==> src/hdl/wpm_pkg.sv <==
// Shared types and constants for the wheel speed pulse period meter.
// Used by wpm_div and wheel_speed_pulse_period_meter_top; no dependencies.
package wpm_pkg;

    localparam int TS_W       = 32;
    localparam int SPEED_W    = 24;
    localparam int WC_W       = 24;
    localparam int BPR_W      = 4;
    localparam int ZD_W       = 16;
    localparam int MAX_W      = 24;
    localparam int DVS_W      = TS_W + BPR_W;
    localparam int CFG_IDX_W  = 8;
    localparam int CFG_DATA_W = 24;

    // register indexes
    localparam logic [CFG_IDX_W-1:0] CFG_WHEEL_CONSTANT = 8'd0;
    localparam logic [CFG_IDX_W-1:0] CFG_BOLTS_PER_REV  = 8'd1;
    localparam logic [CFG_IDX_W-1:0] CFG_ZERO_DELAY_MS  = 8'd2;
    localparam logic [CFG_IDX_W-1:0] CFG_MAX_SPEED_Q8   = 8'd3;

    localparam logic [WC_W-1:0]    WHEEL_CONSTANT_RST = 24'd1544351;
    localparam logic [BPR_W-1:0]   BOLTS_PER_REV_RST  = 4'd4;
    localparam logic [ZD_W-1:0]    ZERO_DELAY_RST     = 16'd10000;
    localparam logic [MAX_W-1:0]   MAX_SPEED_RST      = 24'd12800;
    localparam logic [SPEED_W-1:0] LAST_GOOD_RST      = 24'd256;

    localparam logic KIND_EDGE  = 1'b0;
    localparam logic KIND_CHECK = 1'b1;

    localparam logic [1:0] PHASE_IDLE = 2'd0;
    localparam logic [1:0] PHASE_RUN  = 2'd1;
    localparam logic [1:0] EDGE_FULL  = 2'd3;

    typedef struct packed {
        logic busy;
        logic done;
    } t_div_status;

endpackage

==> src/hdl/wpm_div.sv <==
// Restoring divider, one quotient bit per cycle.
// Depends on wpm_pkg for default widths and the status struct.
module wpm_div #(
    parameter int DVD_W = wpm_pkg::SPEED_W,
    parameter int DVS_W = wpm_pkg::DVS_W
) (
    input  logic                 i_clk,
    input  logic                 i_rst_n,
    input  logic                 i_start,
    input  logic [DVD_W-1:0]     i_dividend,
    input  logic [DVS_W-1:0]     i_divisor,
    output logic [DVD_W-1:0]     o_quotient,
    output wpm_pkg::t_div_status o_status
);
    import wpm_pkg::*;

    localparam int CNT_W = $clog2(DVD_W + 1);

    logic [DVS_W-1:0] r_rem;
    logic [DVS_W-1:0] r_dvs;
    logic [DVD_W-1:0] r_quo;
    logic [CNT_W-1:0] r_cnt;
    logic             r_busy;
    logic             r_done;
    logic [DVS_W:0]   w_trial;
    logic             w_fits;

    // A zero divisor always fits, so the quotient comes out all ones (saturated).
    always_comb begin
        w_trial = {r_rem, r_quo[DVD_W-1]};
        w_fits  = w_trial >= {1'b0, r_dvs};
    end

    always_ff @(posedge i_clk) begin
        if (!i_rst_n) begin
            r_busy <= 1'b0;
            r_done <= 1'b0;
            r_cnt  <= '0;
        end else begin
            r_done <= 1'b0;
            if (i_start) begin
                r_rem  <= '0;
                r_quo  <= i_dividend;
                r_dvs  <= i_divisor;
                r_cnt  <= CNT_W'(DVD_W);
                r_busy <= 1'b1;
            end else if (r_busy) begin
                r_rem <= w_fits ? DVS_W'(w_trial - {1'b0, r_dvs}) : w_trial[DVS_W-1:0];
                r_quo <= {r_quo[DVD_W-2:0], w_fits};
                r_cnt <= r_cnt - 1'b1;
                if (r_cnt == CNT_W'(1)) begin
                    r_busy <= 1'b0;
                    r_done <= 1'b1;
                end
            end
        end
    end

    assign o_quotient    = r_quo;
    assign o_status.busy = r_busy;
    assign o_status.done = r_done;

endmodule

==> src/hdl/wheel_speed_pulse_period_meter_top.sv <==
// Wheel speed meter from hall pulse periods: sequencer, state and output register.
// Depends on wpm_pkg and wpm_div.
//
//  channel  | direction | handshake                | beat contents
//  ---------+-----------+--------------------------+-------------------------------------
//  in       | in        | i_in_valid / o_in_stall  | i_kind, i_timestamp_ms
//  out      | out       | o_out_valid / i_out_stall| o_speed_q8, o_accepted, o_rejected,
//           |           |                          | o_timed_out
//  cfg      | in        | i_cfg_valid / o_cfg_ready| i_cfg_index, i_cfg_data
//
// End edge: evaluate, divider load, divider steps (one per quotient bit), divider done,
// decide, output. Start edges and timeout checks: evaluate, output. o_in_stall is high
// until the result is registered, so no new item is taken while one is in progress.
// A full output register stalls the sequencer in its last state only.
// Reset (synchronous, active low) loads register defaults and clears the history.
module wheel_speed_pulse_period_meter_top (
    input  logic                              i_clk,
    input  logic                              i_rst_n,
    input  logic                              i_in_valid,
    output logic                              o_in_stall,
    input  logic                              i_kind,
    input  logic [wpm_pkg::TS_W-1:0]          i_timestamp_ms,
    output logic                              o_out_valid,
    input  logic                              i_out_stall,
    output logic [wpm_pkg::SPEED_W-1:0]       o_speed_q8,
    output logic                              o_accepted,
    output logic                              o_rejected,
    output logic                              o_timed_out,
    input  logic                              i_cfg_valid,
    output logic                              o_cfg_ready,
    input  logic [wpm_pkg::CFG_IDX_W-1:0]     i_cfg_index,
    input  logic [wpm_pkg::CFG_DATA_W-1:0]    i_cfg_data
);
    import wpm_pkg::*;

    localparam logic [2:0] S_IDLE   = 3'd0;
    localparam logic [2:0] S_EVAL   = 3'd1;
    localparam logic [2:0] S_DSTART = 3'd2;
    localparam logic [2:0] S_DWAIT  = 3'd3;
    localparam logic [2:0] S_DECIDE = 3'd4;
    localparam logic [2:0] S_OUT    = 3'd5;

    logic [2:0]         r_state;
    logic [2:0]         n_state;

    logic [WC_W-1:0]    r_wheel_constant;
    logic [BPR_W-1:0]   r_bolts_per_rev;
    logic [ZD_W-1:0]    r_zero_delay;
    logic [MAX_W-1:0]   r_max_speed;

    logic [1:0]         r_phase;
    logic [TS_W-1:0]    r_start_time;
    logic [1:0]         r_edge_count;
    logic [SPEED_W-1:0] r_speed;
    logic [SPEED_W-1:0] r_last_good;

    logic               r_kind;
    logic [TS_W-1:0]    r_ts;
    logic [DVS_W-1:0]   r_divisor;
    logic               r_acc;
    logic               r_rej;
    logic               r_tmo;

    logic               r_out_valid;
    logic [SPEED_W-1:0] r_out_speed;
    logic               r_out_acc;
    logic               r_out_rej;
    logic               r_out_tmo;

    logic               w_in_fire;
    logic               w_cfg_fire;
    logic               w_out_free;
    logic [TS_W-1:0]    w_interval;
    logic [DVS_W-1:0]   w_product;
    logic               w_bad;
    logic               w_div_start;
    logic [SPEED_W-1:0] w_quotient;
    t_div_status        w_div_stat;

    assign w_in_fire   = i_in_valid && (r_state == S_IDLE);
    assign w_cfg_fire  = i_cfg_valid;
    assign w_out_free  = !r_out_valid || !i_out_stall;
    assign w_div_start = (r_state == S_DSTART);

    always_comb begin
        w_interval = r_ts - r_start_time;
        w_product  = {{BPR_W{1'b0}}, w_interval} * {{TS_W{1'b0}}, r_bolts_per_rev};
        // plausibility only once the edge count has reached EDGE_FULL
        w_bad = (w_quotient != '0) && (r_edge_count == EDGE_FULL) &&
                ((w_quotient >= r_max_speed) ||
                 ({1'b0, w_quotient} >= {r_last_good, 1'b0}));
    end

    wpm_div #(
        .DVD_W (SPEED_W),
        .DVS_W (DVS_W)
    ) u_div (
        .i_clk      (i_clk),
        .i_rst_n    (i_rst_n),
        .i_start    (w_div_start),
        .i_dividend (r_wheel_constant),
        .i_divisor  (r_divisor),
        .o_quotient (w_quotient),
        .o_status   (w_div_stat)
    );

    always_comb begin
        n_state = r_state;
        case (r_state)
            S_IDLE: begin
                if (w_in_fire) n_state = S_EVAL;
            end
            S_EVAL: begin
                n_state = (r_kind == KIND_EDGE && r_phase == PHASE_RUN) ? S_DSTART : S_OUT;
            end
            S_DSTART: n_state = S_DWAIT;
            S_DWAIT: begin
                if (w_div_stat.done) n_state = S_DECIDE;
            end
            S_DECIDE: n_state = S_OUT;
            S_OUT: begin
                if (w_out_free) n_state = S_IDLE;
            end
            default: n_state = S_IDLE;
        endcase
    end

    always_ff @(posedge i_clk) begin
        if (!i_rst_n) begin
            r_state          <= S_IDLE;
            r_wheel_constant <= WHEEL_CONSTANT_RST;
            r_bolts_per_rev  <= BOLTS_PER_REV_RST;
            r_zero_delay     <= ZERO_DELAY_RST;
            r_max_speed      <= MAX_SPEED_RST;
            r_phase          <= PHASE_IDLE;
            r_start_time     <= '0;
            r_edge_count     <= '0;
            r_speed          <= '0;
            r_last_good      <= LAST_GOOD_RST;
            r_out_valid      <= 1'b0;
        end else begin
            r_state <= n_state;

            if (w_cfg_fire) begin
                case (i_cfg_index)
                    CFG_WHEEL_CONSTANT: r_wheel_constant <= i_cfg_data[WC_W-1:0];
                    CFG_BOLTS_PER_REV:  r_bolts_per_rev  <= i_cfg_data[BPR_W-1:0];
                    CFG_ZERO_DELAY_MS:  r_zero_delay     <= i_cfg_data[ZD_W-1:0];
                    CFG_MAX_SPEED_Q8:   r_max_speed      <= i_cfg_data[MAX_W-1:0];
                    default: ;
                endcase
            end

            case (r_state)
                S_IDLE: begin
                    if (w_in_fire) begin
                        r_kind <= i_kind;
                        r_ts   <= i_timestamp_ms;
                        r_acc  <= 1'b0;
                        r_rej  <= 1'b0;
                        r_tmo  <= 1'b0;
                    end
                end
                S_EVAL: begin
                    if (r_kind == KIND_EDGE) begin
                        if (r_edge_count != EDGE_FULL) r_edge_count <= r_edge_count + 1'b1;
                        if (r_phase == PHASE_RUN) begin
                            r_divisor <= w_product;
                        end else begin
                            r_start_time <= r_ts;
                            r_phase      <= PHASE_RUN;
                        end
                    end else if (w_interval >= {{(TS_W-ZD_W){1'b0}}, r_zero_delay}) begin
                        r_speed      <= '0;
                        r_edge_count <= '0;
                        r_tmo        <= 1'b1;
                    end
                end
                S_DECIDE: begin
                    if (w_bad) begin
                        r_phase <= PHASE_IDLE;
                        r_rej   <= 1'b1;
                    end else begin
                        r_speed      <= w_quotient;
                        r_last_good  <= w_quotient;
                        r_start_time <= r_ts;
                        r_acc        <= 1'b1;
                    end
                end
                default: ;
            endcase

            if (r_state == S_OUT && w_out_free) begin
                r_out_valid <= 1'b1;
                r_out_speed <= r_speed;
                r_out_acc   <= r_acc;
                r_out_rej   <= r_rej;
                r_out_tmo   <= r_tmo;
            end else if (r_out_valid && !i_out_stall) begin
                r_out_valid <= 1'b0;
            end
        end
    end

    assign o_in_stall  = (r_state != S_IDLE);
    assign o_cfg_ready = 1'b1;
    assign o_out_valid = r_out_valid;
    assign o_speed_q8  = r_out_speed;
    assign o_accepted  = r_out_acc;
    assign o_rejected  = r_out_rej;
    assign o_timed_out = r_out_tmo;

    a_one_flag: assert property (@(posedge i_clk) disable iff (!i_rst_n)
        o_out_valid |-> $onehot0({o_accepted, o_rejected, o_timed_out}))
        else $error("more than one outcome flag in a result beat");

    a_timeout_zero: assert property (@(posedge i_clk) disable iff (!i_rst_n)
        (o_out_valid && o_timed_out) |-> (o_speed_q8 == '0))
        else $error("timeout result with nonzero speed");

    a_div_free: assert property (@(posedge i_clk) disable iff (!i_rst_n)
        w_div_start |-> !w_div_stat.busy)
        else $error("divider started while busy");

    a_single_item: assert property (@(posedge i_clk) disable iff (!i_rst_n)
        (i_in_valid && !o_in_stall) |=> o_in_stall)
        else $error("second beat taken while one is in progress");

endmodule
==> config.mk <==
export PLATFORM = sky130hd
export DESIGN_NAME = wheel_speed_pulse_period_meter_top
export DESIGN_NICKNAME = d
export VERILOG_FILES = /design/src/hdl/wpm_pkg.sv /design/src/hdl/wpm_div.sv /design/src/hdl/wheel_speed_pulse_period_meter_top.sv
export SDC_FILE = /design/constraint.sdc
export NUM_CORES = 1
export LEC_CHECK = 0
export BUFFER_PORTS_ARGS = -buffer_cell sky130_fd_sc_hd__buf_4
export CAP_MARGIN = 20
export CORE_MARGIN = 3
export CORE_UTILIZATION = 25
export CTS_CLUSTER_DIAMETER = 100
export CTS_CLUSTER_SIZE = 12
export DETAILED_ROUTE_END_ITERATION = 10
export GPL_TIMING_DRIVEN = 1
export PLACE_DENSITY_LB_ADDON = 0.08
export SYNTH_ARGS = -nofsm -noshare
export SYNTH_HDL_FRONTEND = slang
export SYNTH_SLANG_ARGS = --single-unit
export TNS_END_PERCENT = 10
==> constraint.sdc <==
create_clock -name i_clk -period 13.1 [get_ports i_clk]
set_clock_uncertainty 0.2 [all_clocks]
set_input_delay 0.655 -clock i_clk [delete_from_list [all_inputs] [get_ports i_clk]]
set_output_delay 0.655 -clock i_clk [all_outputs]
set_load 0.01 [all_outputs]
# --- Yosys cells after proc, flatten, opt, wreduce, memory -nomap -nowiden ---
# Cells that the tools add are included.
classes:
  n_addsub: 4
  n_mul: 1
  div_mod_pow: 0
  n_lt_le_gt_ge: 4
  eq_ne: 22
  n_shift: 0
  mux: 40
  bitwise: 4
  reduce_logical: 40
op_table:
  columns: ["op", "count"]
  rows:
  - ["$mux W24", 5]
  - ["$mux W32", 3]
  - ["$mux W36", 2]
  - ["$pmux W32 S2", 1]
  - ["$pmux W24 S2", 1]
  - ["$ge A37 B36 Y1", 1]
  - ["$mul A32 B4 Y36", 1]
  - ["$sub A36 B36 Y36", 1]
  - ["$ge A32 B16 Y1", 1]
  - ["$sub A32 B32 Y32", 1]
  - ["$ge A24 B25 Y1", 1]
  - ["$ge A24 B24 Y1", 1]
  - ["$reduce_and A4 Y1", 6]
  - ["$reduce_bool A24 Y1", 1]
  - ["$ne A2 B2 Y1 const B", 9]
  - ["$pmux W3 S6", 1]
  - ["$eq A8 B2 Y1 const B", 2]
  - ["$reduce_and A2 Y1", 8]
  - ["$mux W2", 6]
  - ["$mux W3", 4]
  - ["$reduce_bool A2 Y1", 6]
  - ["$mux W1", 11]
  - ["$mux W5", 2]
  - ["$reduce_and A3 Y1", 3]
  - ["other kinds (22)", 37]
totals:
  ff_bits: 358
  latchBits: 0
  ram_bits: 0
  romBits: 0
  inputBits: 70
  out_inout_bits: 30
  wordCells: 143
  mem_count: 0

# --- Logic depth before layout (Yosys ltp) ---
# Gate-level depths: netlist (run 1).
depth:
  depth_word: 5
  depth_mapped: 26
  ltp_nobuf: 25

# --- Modules after synthesis ---
# From an unflattened synthesis (run 1), not the netlist that was laid out.
unflattened:
  cells_unflattened: 2388
  hier_area_um2: 22539.1
modules_own_cells:
  columns: ["module", "n_inst", "cells_each", "area_each_um2", "seq_area_each_um2"]
  rows:
  - ["wheel_speed_pulse_period_meter_top", 1, 1792, 16343.2, 6075.8]
  - ["wpm_div", 1, 596, 6195.9, 3022.9]

# --- Least setup slack after synthesis (run 1) ---
# Ideal clock, no wire load.
synth_timing:
  path_type: "reg2reg"
  from: "register r_ts[0]"
  to: "register r_divisor[34] (data pin)"
  setup_ns: 0.258
  t_arrival_ns: 5.647
  required_ns: 12.642
  slack_ns: 6.995
  stages_incl_launch_ff: 24
  n_path_buf: 0
  path_cell_list: "edfxtp_1 > inv_1 > ha_1 > fa_1 > nand2b_1 > a21oi_1 > o22a_1 > a21oi_1 > xnor2_1 > and2_1 > fa_1 > inv_1 > fa_1 > inv_1 > ha_1 > nand4_1 > or2_2 > or4b_2 > a211o_1 > a31oi_1 > o21a_1 > o211ai_1 > a311o_1 > xnor2_1"
synth_between:
  elab_chain_cells: 2
synth_lines:
  columns: ["element", "line", "rtl"]
  rows:
  - ["start, declared", "wheel_speed_pulse_period_meter_top.sv:58", "logic [TS_W-1:0] r_ts;"]
  - ["start signal, assigned", "wheel_speed_pulse_period_meter_top.sv:158", "r_ts <= i_timestamp_ms;"]
  - ["$sub A32 B32 Y32", "wheel_speed_pulse_period_meter_top.sv:86", "w_interval = r_ts - r_start_time;"]
  - ["$mul A32 B4 Y36", "wheel_speed_pulse_period_meter_top.sv:87", "w_product = {{BPR_W{1'b0}}, w_interval} * {{TS_W{1'b0}}, r_bolts_per_rev};"]
  - ["via w_product[34]", "wheel_speed_pulse_period_meter_top.sv:74", "logic [DVS_W-1:0] w_product;"]
  - ["end signal, assigned", "wheel_speed_pulse_period_meter_top.sv:168", "r_divisor <= w_product;"]
  - ["end, declared", "wheel_speed_pulse_period_meter_top.sv:59", "logic [DVS_W-1:0] r_divisor;"]
# The timed path passes the listed nets, and every way through them passes these cells.
# A chain may end at the register's enable or synchronous reset.

# --- Worst setup path in the final report (run 1) ---
# Same ends and word-level chain as after synthesis.

==> results of run 1 <==
-- routing by layer --
metal | track usage [%] | wire length (um) | vias to the layer above
met4 | 3.35 | 1350 | 0
li1 | - | - | 8529
met1 | 17.7 | 29700 | 8000
met3 | 1.85 | 2130 | 72
met5 | 0 | 0 | -
met2 | 22.4 | 29200 | 262
-- registers in the layout (all words and copies together) (netlist names), 24 cells and up --
| name | cells |
|---|---|
| r_last_good | 24 |
| r_wheel_constant | 24 |
| r_ts | 32 |
| o_speed_q8 | 24 |
| r_speed | 24 |
| r_start_time | 32 |
| u_div.r_rem | 36 |
| r_max_speed | 24 |
| u_div.r_dvs | 36 |
| r_divisor | 36 |
| u_div.o_quotient | 24 |
-- worst max-delay path, stage by stage (launching register included) --
cell	delay, ps
edfxtp_1	350
inv_1	40
ha_1	200
fa_1	400
nand2b_1	180
a21oi_1	350
o22a_1	320
a21oi_1	110
xnor2_1	230
and2_1	230
fa_1	530
inv_1	60
fa_1	530
inv_1	40
ha_1	390
nand4_1	140
or2_2	320
or4b_2	680
a211o_1	330
a31oi_1	270
o21a_1	170
o211ai_1	100
a311o_1	300
xnor2_1	140
-- logic make-up after synthesis --
| group | after synthesis | share of synthesized area [%] |
|---|---|---|
| simple gates | 844 | 17.3 |
| compound gates | 522 | 16.1 |
| buf+inv | 374 | 6.33 |
| flops | 357 | 40.4 |
| fa+ha+maj | 235 | 15.1 |
| xor+xnor | 85 | 3.30 |
| mux | 32 | 1.42 |
| other cells | 1 | 0.0166 |
-- through the flow --
step	power (mW)	hold WS [ps]
finish	2.91	71.6
global route	3.10	33.8
CTS	2.98	26.5
detailed placement	1.94	205
global placement	1.94	206
floorplan	1.72	200
-- worst max-delay path by stage --
stage	startpoint	end	slack, ps	cells after the start
after floorplan	r_ts[0]	r_divisor[34]	6990	23
after global placement	r_ts[0]	r_divisor[30]	6300	24
after detailed placement	r_ts[0]	r_divisor[30]	6190	24
after CTS	r_ts[0]	r_divisor[34]	6140	23
after global routing	r_ts[0]	r_divisor[30]	5760	24
final	r_ts[0]	r_divisor[34]	6200	23
-- power by group through the flow --
stage / clock (mW) / sequential, mW / combinational [mW]
finish: 1.00 / 1.24 / 0.665
floorplan: 0 / 1.26 / 0.465
global placement: 0 / 1.27 / 0.674
CTS: 1.06 / 1.24 / 0.680
global route: 1.10 / 1.24 / 0.757
detailed placement: 0 / 1.27 / 0.676
-- cells in the final DEF, fill, tap and decap left out, types with 11 or more instances in the layout --
| master | netlist | routed |
|---|---|---|
| nand2_1 | 433 | 433 |
| inv_1 | 279 | 279 |
| edfxtp_1 | 195 | 195 |
| ha_1 | 173 | 173 |
| dfxtp_1 | 162 | 162 |
| buf_4 | 1 | 120 |
| a21oi_1 | 111 | 111 |
| a21boi_0 | 105 | 105 |
| nor2_1 | 101 | 98 |
| and2_1 | 90 | 90 |
| o21ai_0 | 73 | 73 |
| fa_1 | 62 | 62 |
| xnor2_1 | 59 | 59 |
| nand3_1 | 51 | 51 |
| a21o_1 | 45 | 45 |
| clkbuf_16 | 0 | 37 |
| nor3_1 | 35 | 35 |
| mux2i_1 | 32 | 32 |
| nor2b_1 | 27 | 27 |
| xor2_1 | 26 | 26 |
| nand2b_1 | 22 | 22 |
| a211oi_1 | 22 | 22 |
| o211ai_1 | 20 | 20 |
| o21a_1 | 20 | 19 |
| o31ai_2 | 18 | 18 |
| and3_1 | 17 | 16 |
| nand4_1 | 15 | 15 |
| nor4_1 | 15 | 15 |
| clkbuf_1 | 88 | 15 |
| o31ai_1 | 14 | 14 |
| o21bai_1 | 12 | 12 |
| a31oi_1 | 11 | 11 |
-- layout make-up --
cell class	instances	area share [%]
clock buffer	54	3.92
inverter	279	4.07
clock inverter	7	0.267
antenna	2	0.0195
tap	1165	5.66
sequential	357	35.4
multi-input combinational	1719	46.8
timing repair buffer	124	3.88
==> results.py, run 1 <==
metrics = {
    "status": {
        "status": "finished clean",
    },
    "critical_path": {
        "cp.required_ps": 13170,
        "startpoint_type": "flop",
        "worst_setup_path_end_kind": "flop",
        "reg2reg_from": "r_ts[0]",
        "rrSetupSlack_ps": 6200,
        "rr_worst_depth": 23,
        "critPathKind": "flop to flop",
        "cp_max_fo": 6,
        "cp.arrival_ps": 6970,
        "rr_endpoint": "r_divisor[34]",
    },
    "floorplanning": {
        "die_h_um": 306,
        "placementRows": 109,
        "io_pins": 100,
        "start_util_pct": 25.3,
        "dieArea_um2": 93800,
        "coreArea_um2": 88900,
        "fp.dieW_um": 306,
    },
    "power_and_ir_drop": {
        "ir_worst_vdd_uv": 71.1,
        "internal_power_mw": 2.00,
        "power.density_nw_per_um2": 113,
        "p_leak_nw": 10.1,
        "p_sw_share_pct": 31.1,
        "p_sw_mw": 0.906,
        "clkPwrFrac_pct": 34.5,
        "seqPwrFrac_pct": 42.7,
        "comb_power_share_pct": 22.9,
    },
    "cells_and_area": {
        "register_area_um2": 9100,
        "multi_input_area_um2": 12000,
        "syn_to_final_growth_pct": 14.2,
        "drive_gt1_share_pct": 8.46,
        "stdcell_count": 3707,
        "post-route-util_pct": 28.9,
        "nFillCells": 9465,
        "final_area_um2": 25700,
        "nNetsFinal": 2823,
    },
    "routing": {
        "drtAntennaViolNets": 0,
        "routedWlPerCell_um": 16.8,
        "viasPerCell": 4.55,
        "firstDrtPassIters": 5,
        "vias": 16900,
        "wirelength_um": 62400,
        "drt-initial-drc-count": 722,
        "drc": 0,
    },
    "synth": {
        "syn_nets": 2755,
        "syn_inst": 2450,
        "synth_top_cells_by_area": "edfxtp_1 (26%), dfxtp_1 (14%), ha_1 (9.6%)",
        "synth_commonest_cells": "nand2_1 (433), inv_1 (279), edfxtp_1 (195)",
        "avgSynthCellArea_um2": 9.20,
        "synth_seq_cells": 357,
        "ys.flop_type": "edfxtp_1",
        "yosysUniqueCellTypes": 78,
        "async_flop_share_pct": 0,
        "yosysTopAreaCellShare_pct": 26.0,
        "yosysTopAreaCell": "edfxtp_1",
        "synth_edf_count": 195,
        "synthesis.area_um2": 22500,
        "yosysSeqAreaShare_pct": 40.4,
        "synth_warnings": 0,
        "synth.most_common_cell": "nand2_1",
    },
    "clocking": {
        "postCtsSetupBuffers": 0,
        "cts.repair.resized": 0,
        "cts_buffers": 37,
        "cts_hold_buf": 0,
        "clock_tree.root_cell": "clkbuf_16",
        "cts_sinks": 357,
        "htree_levels": 2,
        "tritoncts": "built",
        "clock_path_buffers": 3,
        "clkSlewWorstSetupHoldPaths_ps": 70,
        "clk_latency_ps": 570,
    },
    "placed_design": {
        "dpl_cell_area_um2": 24500,
        "dp_cells": 3640,
        "pre_cts_slack_ps": 6190,
        "gp_congestion": 0.826,
        "dp_hpwl_um": 47100,
        "io_buffers": 98,
    },
    "global_routing": {
        "grt_start_max_net_pins": 93,
        "overflow": 0,
        "antenna_found_initial": 3,
        "grt_pass1_wl_um": 98900,
        "grt_pass1_vias": 17200,
        "track_usage_pct": 13.2,
    },
    "run": {
        "cap_violations": 0,
    },
    "timing": {
        "setup_viol": 0,
        "setup_slack_ps": 6200,
        "hold_viol_final": 0,
        "max_freq_ghz": 0.145,
        "finalSetupTns_ps": 0,
        "rsz0062_at_grt": "false",
        "layout_min_cycle_time_ps": 6900,
        "maxSlewHeadroom_pct": 30.0,
        "min_period_over_period_pct": 52.6,
        "slew_violations": 0,
        "worst-slew-pin-transition_ps": 1050,
    },
    "min_path": {
        "holdPathEnd": "r_ts[22]",
        "hold_class": "input pin to flop",
        "worstHoldStart": "i_timestamp_ms[22]",
        "hold_path_depth": 1,
    },
}
Note: power is estimated with default switching activity, not from simulation.
==> run 2: changes to the inputs <==
==> constraint.sdc (replaced) <==
create_clock -name i_clk -period 6.8 [get_ports i_clk]
set_clock_uncertainty 0.2 [all_clocks]
set_input_delay 0.34 -clock i_clk [delete_from_list [all_inputs] [get_ports i_clk]]
set_output_delay 0.34 -clock i_clk [all_outputs]
set_load 0.01 [all_outputs]
==> run 2 against run 1 <==
Against the previous run:
- first-iteration DRC count is 14% lower
- combinational power increased by 110%
- cell count grew 2.4%
- register-to-register slack worse by 5800 ps
==> results.py, run 2 (synthesized netlist as in run 1, its figures left out) <==
metrics = {
    "floorplanning": {
        "coreArea_um2": 88900,
        "placementRows": 109,
        "dieArea_um2": 93800,
        "fp.dieW_um": 306,
        "io_pins": 100,
        "die_h_um": 306,
        "start_util_pct": 25.3,
    },
    "global_routing": {
        "overflow": 0,
        "grt-busiest-layer": "met2",
        "grt_use_met1_pct": 17.9,
        "grt_pass1_wl_um": 100000,
        "grt_pass1_vias": 17400,
        "met3_usage_pct": 1.69,
        "grt_start_max_net_pins": 97,
        "antenna_found_initial": 3,
        "track_usage_pct": 13.4,
        "grtUsageMet2_pct": 22.8,
    },
    "critical_path": {
        "cp.required_ps": 7000,
        "startpoint_type": "flop",
        "reg2reg_from": "r_ts[0]",
        "worst_setup_path_end_kind": "flop",
        "cp.arrival_ps": 6620,
        "rr_worst_depth": 26,
        "rr_endpoint": "r_divisor[35]",
        "cp_max_fo": 4,
        "rrSetupSlack_ps": 390,
        "critPathKind": "flop to flop",
    },
    "power_and_ir_drop": {
        "comb_power_share_pct": 23.4,
        "internal_power_mw": 4.07,
        "p_sw_mw": 1.78,
        "p_sw_share_pct": 30.5,
        "clkPwrFrac_pct": 35.8,
        "seqPwrFrac_pct": 40.9,
        "ir_worst_vdd_uv": 153,
        "p_leak_nw": 10.6,
        "power.density_nw_per_um2": 219,
        "power_mw": 5.85,
    },
    "routing": {
        "routedWlPerCell_um": 16.7,
        "viasPerCell": 4.53,
        "drtAntennaViolNets": 0,
        "firstDrtPassIters": 5,
        "vias": 17200,
        "wirelength_um": 63500,
        "drt-initial-drc-count": 622,
        "drc": 0,
    },
    "timing": {
        "min_period_over_period_pct": 94.3,
        "hold_viol_final": 0,
        "rsz0062_at_grt": "false",
        "hold_slack_ps": 216,
        "maxSlewHeadroom_pct": 32.1,
        "max_freq_ghz": 0.156,
        "finalSetupTns_ps": 0,
        "setup_viol": 0,
        "setup_slack_ps": 387,
        "worst-slew-pin-transition_ps": 1020,
        "layout_min_cycle_time_ps": 6410,
        "slew_violations": 0,
    },
    "clocking": {
        "clkSlewWorstSetupHoldPaths_ps": 60,
        "cts_buffers": 38,
        "cts_sinks": 357,
        "htree_levels": 2,
        "tritoncts": "built",
        "clk_latency_ps": 560,
        "clock_path_buffers": 3,
        "clock_tree.root_cell": "clkbuf_16",
    },
    "placed_design": {
        "dp_hpwl_um": 47500,
        "gp_congestion": 0.798,
        "dpl_cell_area_um2": 24700,
        "io_buffers": 98,
        "pre_cts_slack_ps": 1.93,
    },
    "min_path": {
        "hold_class": "flop to flop",
        "holdPathEnd": "u_div.r_dvs[28]",
        "worstHoldStart": "r_divisor[28]",
        "hold_path_depth": 0,
    },
    "status": {
        "status": "finished clean",
    },
    "cells_and_area": {
        "reg_top3": "r_divisor: 36 flops, u_div.r_dvs: 36 flops, u_div.r_rem: 36 flops",
        "drive_gt1_share_pct": 9.47,
        "layout_common_cells": "nand2_1 (433), inv_1 (279), edfxtp_1 (195)",
        "nNetsFinal": 2908,
        "syn_to_final_growth_pct": 18.6,
        "final_common_cell": "nand2_1",
        "final_area_um2": 26700,
    },
    "run": {
        "cap_violations": 0,
    },
}
run 2: cell count changes in the layout (fill, tap and decap cells not counted), moves of 3 or more:
cell	delta
clkbuf_1	+5
clkbuf_16	+5
dlygate4sd3_1	+63
xnor2_2	+3
xnor2_1	-3
buf_4	+20
run 2: worst max-delay path, cell delays in order (launching register included):
cell	delay, ps
edfxtp_1	340
inv_1	50
ha_1	200
fa_1	400
nand2b_1	200
a21oi_2	220
buf_4	160
o21ai_0	90
nand2b_1	100
a21oi_1	100
xnor2_2	170
buf_4	160
and2_1	170
fa_1	490
inv_1	50
fa_1	530
inv_1	40
ha_1	330
a211oi_1	290
nand3_1	110
o22ai_1	300
o31ai_1	200
o21ai_1	250
a21oi_1	140
o41a_1	430
or4_1	410
nand3_1	100
run 2: worst max path at each step:
stage,from,end,slack [ps],cells past startpoint
6_report,r_ts[0],r_divisor[35],390,26
5_1_grt,r_ts[0],r_divisor[35],30,26
4_1_cts,r_ts[0],r_divisor[34],30,24
3_5_place_dp,r_ts[0],r_divisor[34],2,21
3_3_place_gp,r_ts[0],r_divisor[34],150,21
2_1_floorplan,r_ts[0],r_divisor[34],690,23
run 2: what timing repair did:
item,CTS,global route
setup buffers,0,1
setup endpoints to repair,1,6
hold buffers,63,0
cloned,0,0
endpoints found under the hold margin,103,0
resized for setup,1,14
pin swaps,0,2
run 2: power groups by stage:
stage                     Combinational (mW)  Clock [mW]  Sequential (mW)
after CTS                               1.38        2.19             2.39
after global routing                    1.54        2.27             2.40
final                                   1.37        2.09             2.39
after floorplan                        0.896           0             2.43
after global placement                  1.34           0             2.44
after detailed placement                1.34           0             2.44
run 2: cell type report:
type / instances / area, um^2
Antenna cell: 2 / 5.00
Clock buffer: 62 / 1130
Clock inverter: 5 / 65.1
Fill cell: 9392 / 62200
Inverter: 279 / 1050
Multi-Input combinational cell: 1719 / 12100
Sequential cell: 357 / 9100
Tap cell: 1165 / 1460
Timing Repair Buffer: 208 / 1810
run 2: routing by layer:
layer	vias to the layer above	wire [um]
met5	-	0
met4	0	1540
met3	66	1910
met2	241	29700
met1	8214	30300
li1	8689	-
run 2: per-stage QoR:
step,util [%],instances
after floorplan,-,2450
after global placement,27.8,3658
after detailed placement,27.8,3660
after CTS,29.8,3790
after global routing,30.1,3796
final,30.1,3797
